$ cat config.mk
export PLATFORM = sky130hd
export DESIGN_NAME = utf8_sequence_sanitizer_top
export DESIGN_NICKNAME = d
export VERILOG_FILES = /design/src/rtl/utf8s_pkg.sv /design/src/rtl/utf8s_front.sv /design/src/rtl/utf8s_fifo.sv /design/src/rtl/utf8s_back.sv /design/src/rtl/utf8_sequence_sanitizer_top.sv
export VERILOG_INCLUDE_DIRS = /design/src /design/src/rtl
export SDC_FILE = /design/constraint.sdc
export NUM_CORES = 1
export LEC_CHECK = 0
export BUFFER_PORTS_ARGS = -buffer_cell sky130_fd_sc_hd__clkbuf_2
export CORE_AREA = 3 3 168 170
export DETAILED_ROUTE_END_ITERATION = 8
export DIE_AREA = 0 0 171 173
export GPL_ROUTABILITY_DRIVEN = 0
export PLACE_DENSITY = 0.43
export SETUP_SLACK_MARGIN = 0.3
export SLEW_MARGIN = 30
export SYNTH_ARGS = -nofsm -noshare
export SYNTH_HDL_FRONTEND = slang
export SYNTH_HIERARCHICAL = 1
export SYNTH_SLANG_ARGS = --single-unit
$ cat constraint.sdc
create_clock -name clk -period 4.6 [get_ports clk]
set_input_delay 0.92 -clock clk [delete_from_list [all_inputs] [get_ports clk]]
set_output_delay 0.92 -clock clk [all_outputs]
set_load 0.01 [all_outputs]
$ cat src/rtl/utf8_sequence_sanitizer_top_defines.svh
// Assertion macros shared by the sanitizer.
// Each macro samples on the rising edge of clk and is disabled while rst_n is low.
`ifndef UTF8_SEQUENCE_SANITIZER_TOP_DEFINES_SVH
`define UTF8_SEQUENCE_SANITIZER_TOP_DEFINES_SVH

// The consequent must hold in the same cycle as the antecedent.
`define U8S_ASSERT_SAME(lbl, ante, cons) \
    lbl: assert property (@(posedge clk) disable iff (!rst_n) (ante) |-> (cons)) \
        else $error("sanitizer check failed");

// The consequent must hold in the cycle after the antecedent.
`define U8S_ASSERT_NEXT(lbl, ante, cons) \
    lbl: assert property (@(posedge clk) disable iff (!rst_n) (ante) |=> (cons)) \
        else $error("sanitizer check failed");

`endif

$ cat src/rtl/utf8s_pkg.sv
`timescale 1ns / 1ps
`default_nettype none

package utf8s_pkg;

    // Masks and codes for the leading bits of a byte.
    localparam logic [7:0] ASCII_MASK  = 8'h80;
    localparam logic [7:0] LEAD2_MASK  = 8'hE0;
    localparam logic [7:0] LEAD2_CODE  = 8'hC0;
    localparam logic [7:0] LEAD3_MASK  = 8'hF0;
    localparam logic [7:0] LEAD3_CODE  = 8'hE0;
    localparam logic [7:0] LEAD4_MASK  = 8'hF8;
    localparam logic [7:0] LEAD4_CODE  = 8'hF0;
    localparam logic [7:0] FOLLOW_MASK = 8'hC0;
    localparam logic [7:0] FOLLOW_CODE = 8'h80;

    // Sequence lengths; zero means the byte cannot lead a sequence.
    localparam logic [2:0] SEQ_LEN_NONE = 3'd0;
    localparam logic [2:0] SEQ_LEN_ONE  = 3'd1;
    localparam logic [2:0] SEQ_LEN_TWO  = 3'd2;
    localparam logic [2:0] SEQ_LEN_THREE = 3'd3;
    localparam logic [2:0] SEQ_LEN_FOUR = 3'd4;

    // One incoming request.
    typedef struct packed {
        logic [7:0] in_byte;
        logic       text_last;
    } in_item_t;

    // One outgoing request.
    typedef struct packed {
        logic [7:0] out_byte;
        logic       has_byte;
        logic       run_last;
        logic       text_end;
    } out_item_t;

    // All results caused by one input byte, as queued between front and back.
    typedef struct packed {
        logic [3:0][7:0] bytes;
        logic [1:0]      last_idx;
        logic            has_byte;
        logic            text_end;
    } burst_t;

    // Queue occupancy flags.
    typedef struct packed {
        logic full;
        logic empty;
    } fifo_status_t;

    // Front-end status, exported for checking.
    typedef struct packed {
        logic idle;
    } front_status_t;

    // Sequence length announced by a lead byte.
    function automatic logic [2:0] lead_length(input logic [7:0] b);
        logic [2:0] len;
        begin
            len = SEQ_LEN_NONE;
            if ((b & ASCII_MASK) == 8'h00)
                len = SEQ_LEN_ONE;
            else if ((b & LEAD2_MASK) == LEAD2_CODE)
                len = SEQ_LEN_TWO;
            else if ((b & LEAD3_MASK) == LEAD3_CODE)
                len = SEQ_LEN_THREE;
            else if ((b & LEAD4_MASK) == LEAD4_CODE)
                len = SEQ_LEN_FOUR;
            return len;
        end
    endfunction

endpackage

`default_nettype wire

$ cat src/rtl/utf8s_front.sv
`timescale 1ns / 1ps
`default_nettype none

module utf8s_front
    import utf8s_pkg::*;
(
    input  wire logic          clk,
    input  wire logic          rst_n,
    input  wire logic          acc,
    input  wire in_item_t      item,
    output logic               push,
    output burst_t             burst,
    output front_status_t      status
);

    logic [2:0] exp_len_reg, exp_len_next;
    logic [1:0] cnt_reg, cnt_next;
    logic       ok_reg, ok_next;
    logic [7:0] pend_reg [3];

    logic [2:0] len;
    logic       follow_ok;
    logic       ok_upd;
    logic       pend_we;
    logic [1:0] pend_idx;
    logic [2:0] n_res;
    logic       marker;

    // Classify the byte and work out the state update and the results it causes.
    always_comb
    begin
        len          = lead_length(item.in_byte);
        follow_ok    = (item.in_byte & FOLLOW_MASK) == FOLLOW_CODE;
        ok_upd       = ok_reg & follow_ok;
        exp_len_next = exp_len_reg;
        cnt_next     = cnt_reg;
        ok_next      = ok_reg;
        pend_we      = 1'b0;
        pend_idx     = cnt_reg;
        n_res        = 3'd0;
        marker       = 1'b0;

        if (exp_len_reg == SEQ_LEN_NONE)
        begin
            if (len == SEQ_LEN_ONE)
            begin
                n_res = 3'd1;
            end
            else if (len != SEQ_LEN_NONE)
            begin
                pend_we      = 1'b1;
                pend_idx     = 2'd0;
                exp_len_next = len;
                cnt_next     = 2'd1;
                ok_next      = 1'b1;
            end
        end
        else
        begin
            if (({1'b0, cnt_reg} + 3'd1) >= exp_len_reg)
            begin
                // Last byte of the span: release it whole, or drop it whole.
                if (ok_upd)
                    n_res = {1'b0, cnt_reg} + 3'd1;
                exp_len_next = SEQ_LEN_NONE;
                cnt_next     = 2'd0;
                ok_next      = 1'b1;
            end
            else
            begin
                pend_we  = 1'b1;
                cnt_next = cnt_reg + 2'd1;
                ok_next  = ok_upd;
            end
        end

        // End of text abandons any open sequence.
        if (item.text_last)
        begin
            exp_len_next = SEQ_LEN_NONE;
            cnt_next     = 2'd0;
            ok_next      = 1'b1;
            if (n_res == 3'd0)
            begin
                marker = 1'b1;
                n_res  = 3'd1;
            end
        end
    end

    // Assemble the burst: held bytes first, then the current byte.
    always_comb
    begin
        burst.bytes[0] = (cnt_reg == 2'd0) ? item.in_byte : pend_reg[0];
        burst.bytes[1] = (cnt_reg == 2'd1) ? item.in_byte : pend_reg[1];
        burst.bytes[2] = (cnt_reg == 2'd2) ? item.in_byte : pend_reg[2];
        burst.bytes[3] = item.in_byte;
        if (marker)
            burst.bytes[0] = 8'h00;
        burst.last_idx = 2'(n_res - 3'd1);
        burst.has_byte = !marker;
        burst.text_end = item.text_last;
    end

    assign push        = acc && (n_res != 3'd0);
    assign status.idle = (exp_len_reg == SEQ_LEN_NONE);

    // Sequence tracking state.
    always_ff @(posedge clk or negedge rst_n)
    begin
        if (!rst_n)
        begin
            exp_len_reg <= SEQ_LEN_NONE;
            cnt_reg     <= 2'd0;
            ok_reg      <= 1'b1;
        end
        else if (acc)
        begin
            exp_len_reg <= exp_len_next;
            cnt_reg     <= cnt_next;
            ok_reg      <= ok_next;
        end
    end

    // Held bytes of the open sequence; read only once written.
    always_ff @(posedge clk)
    begin
        if (acc && pend_we)
            pend_reg[pend_idx] <= item.in_byte;
    end

endmodule

`default_nettype wire

$ cat src/rtl/utf8s_fifo.sv
`timescale 1ns / 1ps
`default_nettype none

module utf8s_fifo
    import utf8s_pkg::*;
#(
    parameter int DEPTH = 4
)
(
    input  wire logic   clk,
    input  wire logic   rst_n,
    input  wire logic   push,
    input  wire burst_t push_data,
    input  wire logic   pop,
    output burst_t      head,
    output fifo_status_t status
);

    localparam int PW = (DEPTH > 1) ? $clog2(DEPTH) : 1;
    localparam int CW = $clog2(DEPTH + 1);

    burst_t          mem_reg [DEPTH];
    logic [PW-1:0]   wr_ptr_reg, rd_ptr_reg;
    logic [CW-1:0]   count_reg;

    assign status.full  = (count_reg == CW'(DEPTH));
    assign status.empty = (count_reg == '0);
    assign head         = mem_reg[rd_ptr_reg];

    // Pointers and fill count.
    always_ff @(posedge clk or negedge rst_n)
    begin
        if (!rst_n)
        begin
            wr_ptr_reg <= '0;
            rd_ptr_reg <= '0;
            count_reg  <= '0;
        end
        else
        begin
            if (push)
                wr_ptr_reg <= (wr_ptr_reg == PW'(DEPTH - 1)) ? '0 : wr_ptr_reg + 1'b1;
            if (pop)
                rd_ptr_reg <= (rd_ptr_reg == PW'(DEPTH - 1)) ? '0 : rd_ptr_reg + 1'b1;
            if (push && !pop)
                count_reg <= count_reg + 1'b1;
            else if (pop && !push)
                count_reg <= count_reg - 1'b1;
        end
    end

    // Entry storage.
    always_ff @(posedge clk)
    begin
        if (push)
            mem_reg[wr_ptr_reg] <= push_data;
    end

endmodule

`default_nettype wire

$ cat src/rtl/utf8s_back.sv
`timescale 1ns / 1ps
`default_nettype none

module utf8s_back
    import utf8s_pkg::*;
(
    input  wire logic         clk,
    input  wire logic         rst_n,
    input  wire burst_t       head,
    input  wire fifo_status_t fstat,
    output logic              pop,
    output logic              valid,
    input  wire logic         stall,
    output out_item_t         item
);

    logic [1:0] idx_reg, idx_next;
    logic       acc;

    // Present one byte of the head burst per request.
    always_comb
    begin
        valid         = !fstat.empty;
        item.out_byte = head.bytes[idx_reg];
        item.has_byte = head.has_byte;
        item.run_last = (idx_reg == head.last_idx);
        item.text_end = item.run_last && head.text_end;
        acc           = valid && !stall;
        pop           = acc && item.run_last;
        idx_next      = idx_reg;
        if (acc)
            idx_next = item.run_last ? 2'd0 : idx_reg + 2'd1;
    end

    // Position within the head burst.
    always_ff @(posedge clk or negedge rst_n)
    begin
        if (!rst_n)
            idx_reg <= 2'd0;
        else
            idx_reg <= idx_next;
    end

endmodule

`default_nettype wire

$ cat src/rtl/utf8_sequence_sanitizer_top.sv
// UTF-8 sanitizer: takes one text byte per cycle and passes on only complete, well-formed
// sequences of one to four bytes; stray bytes, broken spans and spans cut off by the end of
// the text are dropped, and a text whose final byte releases nothing closes with a bare end
// marker (has_byte low). A byte is taken in every cycle while the internal queue of DEPTH
// bursts has room, and its results can appear on the output in the next cycle. Results leave
// at one per cycle while result_stall is low; the queue absorbs the bursts of completed
// sequences, and text_stall rises only once it is full.
`timescale 1ns / 1ps
`default_nettype none
`include "utf8_sequence_sanitizer_top_defines.svh"

module utf8_sequence_sanitizer_top
    import utf8s_pkg::*;
#(
    parameter int DEPTH = 4
)
(
    input  wire logic      clk,
    input  wire logic      rst_n,
    input  wire logic      text_valid,
    output logic           text_stall,
    input  wire in_item_t  text_data,
    output logic           result_valid,
    input  wire logic      result_stall,
    output out_item_t      result_data
);

    logic          in_acc;
    logic          push;
    logic          pop;
    burst_t        burst;
    burst_t        head;
    fifo_status_t  fstat;
    front_status_t front_stat;

    assign text_stall = fstat.full;
    assign in_acc     = text_valid && !text_stall;

    // Classification and sequence collection.
    utf8s_front u_front
    (
        .clk    (clk),
        .rst_n  (rst_n),
        .acc    (in_acc),
        .item   (text_data),
        .push   (push),
        .burst  (burst),
        .status (front_stat)
    );

    // Queue of released bursts.
    utf8s_fifo #(
        .DEPTH (DEPTH)
    ) u_fifo
    (
        .clk       (clk),
        .rst_n     (rst_n),
        .push      (push),
        .push_data (burst),
        .pop       (pop),
        .head      (head),
        .status    (fstat)
    );

    // Serialisation onto the result channel.
    utf8s_back u_back
    (
        .clk   (clk),
        .rst_n (rst_n),
        .head  (head),
        .fstat (fstat),
        .pop   (pop),
        .valid (result_valid),
        .stall (result_stall),
        .item  (result_data)
    );

    // A burst, once started, continues without a gap.
    `U8S_ASSERT_NEXT(a_burst_unbroken, result_valid && !result_stall && !result_data.run_last, result_valid)
    // A bare end marker always closes both the byte and the text.
    `U8S_ASSERT_SAME(a_marker_closes, result_valid && !result_data.has_byte, result_data.run_last && result_data.text_end)
    // The final byte of a text always leaves the front idle.
    `U8S_ASSERT_NEXT(a_idle_after_end, in_acc && text_data.text_last, front_stat.idle)
    // Nothing is written into a full queue.
    `U8S_ASSERT_SAME(a_no_overflow, push, !fstat.full)

endmodule

`default_nettype wire

==> results.md <==
* Post-CTS Resized at 0
* Syn nets at 428
* Nets at between 400 and 500
* DRT Pass-1 Iters at 4
* # setup viols final at 0
* IO buf count at 25
* Fin. max-slew vios at 0
* GRT met2 Usage at between 10% and 20%
* Worst Setup Start Kind: flop
* CP Max Fanout at 9
* Worst path arrival time at 4.20 ns
* Setup tns final at 0 ns
* Die span in y at about 170 um
* Number of global-route vias before repair at 4019
* Final wirelength at between 15000 and 20000 um
* Vias at between 3000 and 4000
* Initial antenna violation count at 0
* Lkg Pwr at around 3 nW
* Peak supply drop at between 0.0003 and 0.0004 V
* Critical Path RT at around 5 ns
* DRC at 0
* Pin slew with the least headroom to its limit at 0.954 ns
* Tcrit/Tclk final at a little over four fifths
* RSZ-0062 raised after global routing: false
* FMAX at ~260 MHz
* Total track usage at between 10% and 20%
* Run status: complete, no violations
* # clock sinks at roughly 180
* Max reg flops at between 100 and 150
* H-tree depth at 4
* Worst Skew at 0.00893 ns
* Met1 Use GR at between 10% and 20%
* Worst hold-check path type: primary input to asynchronous set/reset pin
* Core area at 0.0269 sq mm
* Post-CTS repair timing setup buffer count at 0
* Area of the mapped netlist at approximately 0.0078 sq mm
* Post-synthesis cell count at 400
* Max cap viols at 0
* Die area at 0.0296 sq mm
* Synth Area per Inst at about 19 sq um
* CTS buffer count at 17
* Tmin final at 3.85 ns
* Starting Density at about 29%
* Count of final hold-check violations at 0
* # fillers at between 2000 and 3000
* GR Util met3 at under 10%
* First-pass GRT wire length at between 20000 and 30000 um
* Drt initial violations at 250
* Syn. warnings at 6
* Final core occ at 32.9%
* Ratio of cells with drive above 1 in the final layout at a little over a third
* Routed Antenna Nets at 0
* Total congestion overflow at 0
* Pwr Density at between 500 and 600 mW/mm^2
* Rel. slew slack at a little over a third
* Synth-to-Final Area Change at 13.8%
* GR peak layer: met2
* CTS tree: built
* Crit end category: flop
* Hold_buf cts at 0
* Worst-path clk slew at ~0.07 ns
* Root buffer cell: clkbuf_16
* IO Count at 26
* Vias per std cell at between 4 and 5
* Detail Placement HPWL at ~9700 um
* Critical path type: flop to flop
* Largest net degree at the start of global routing at 37
* Row cnt at 60
* Chip Width at between 150 and 200 um
* Clock Latency Late Sink at between 0.4 and 0.5 ns
* Max clock buf depth at 2
* WL per Instance at between 20 and 25 um
* Inserted Diodes at 0
-- stage by stage --
stage	setup slack [ns]	power [mW]	hold WS, ns	instance area, sq um	instances
finish	0.754	5.29	0.411	8840	785
floorplan	0.895	3.44	0.456	7760	400
global route	0.472	5.58	0.428	8840	785
detailed placement	0.826	3.99	0.475	8280	753
global placement	0.930	3.95	0.476	8280	753
CTS	0.751	5.40	0.401	8840	785
-- final timing paths --
| kind | startpoint | end | slack, ns | cells past startpoint |
|---|---|---|---|---|
| max | u_front/cnt_reg[0]$_DFFE_PN0P_ | u_fifo/count_reg[2]$_DFFE_PN0P_ | 0.75 | 16 |
| min | rst_n | u_fifo/count_reg[2]$_DFFE_PN0P_ | 0.41 | 1 |
| max reg2reg | u_front/cnt_reg[0]$_DFFE_PN0P_ | u_fifo/count_reg[2]$_DFFE_PN0P_ | 0.75 | 16 |
| min reg2reg | u_fifo/count_reg[2]$_DFFE_PN0P_ | u_fifo/count_reg[2]$_DFFE_PN0P_ | 0.49 | 1 |
| max in group asynchronous | rst_n | u_front/ok_reg$_DFFE_PN1P_ | 3.86 | 1 |
| min in group clk | u_fifo/count_reg[2]$_DFFE_PN0P_ | u_fifo/count_reg[2]$_DFFE_PN0P_ | 0.49 | 1 |
-- power by group --
part | leakage (nW) | internal [mW] | switching, mW | total (mW)
combinational | 0.955 | 0.753 | 0.862 | 1.61
sequential | 1.72 | 2.13 | 0.150 | 2.28
clock | 0.272 | 0.793 | 0.599 | 1.39
-- placed cells by master, fill, tap and decap left out, drive strengths merged, types with 3 or more instances in the layout --
cell type  instances
dfrtp             14
nand2             12
clkinv             9
ha                14
a21oi              5
edfxtp           168
nor3               4
inv               15
nor2b              3
mux4              44
clkbuf            43
a22o               3
nand3              6
and2               6
nor4               3
nor2              16
buf               13
mux2              26
xor2               4
o21ai             12
-- worst max-delay path: stages, from the launching register on --
cell	delay [ns]
dfrtp_1	0.55
inv_1	0.19
ha_1	0.40
ha_1	0.30
nand2_1	0.12
o21ai_2	0.31
a31o_1	0.21
a21oi_2	0.06
ha_1	0.22
a21oi_1	0.18
buf_4	0.19
ha_1	0.19
inv_1	0.07
fa_1	0.38
xor2_1	0.16
nor2_1	0.11
xor2_1	0.16
-- routing by layer --
layer | routed length (um) | up-vias | share of wire [%]
met5 | 0 | - | 0
met4 | 154 | 0 | 0.94
met3 | 584 | 14 | 3.6
met2 | 8340 | 74 | 51
met1 | 7280 | 1955 | 45
li1 | - | 1653 | -
-- area by class of cell --
cell class	instances	area [sq um]	area share (%)
inverters	14	52.6	0.595
well taps	341	427	4.83
clock buffers	18	429	4.86
multi-input cells	177	2110	23.9
repair buffers	38	260	2.94
clock inverters	14	133	1.50
flip-flops and latches	183	5420	61.4
(Power assumes the default switching activity.)
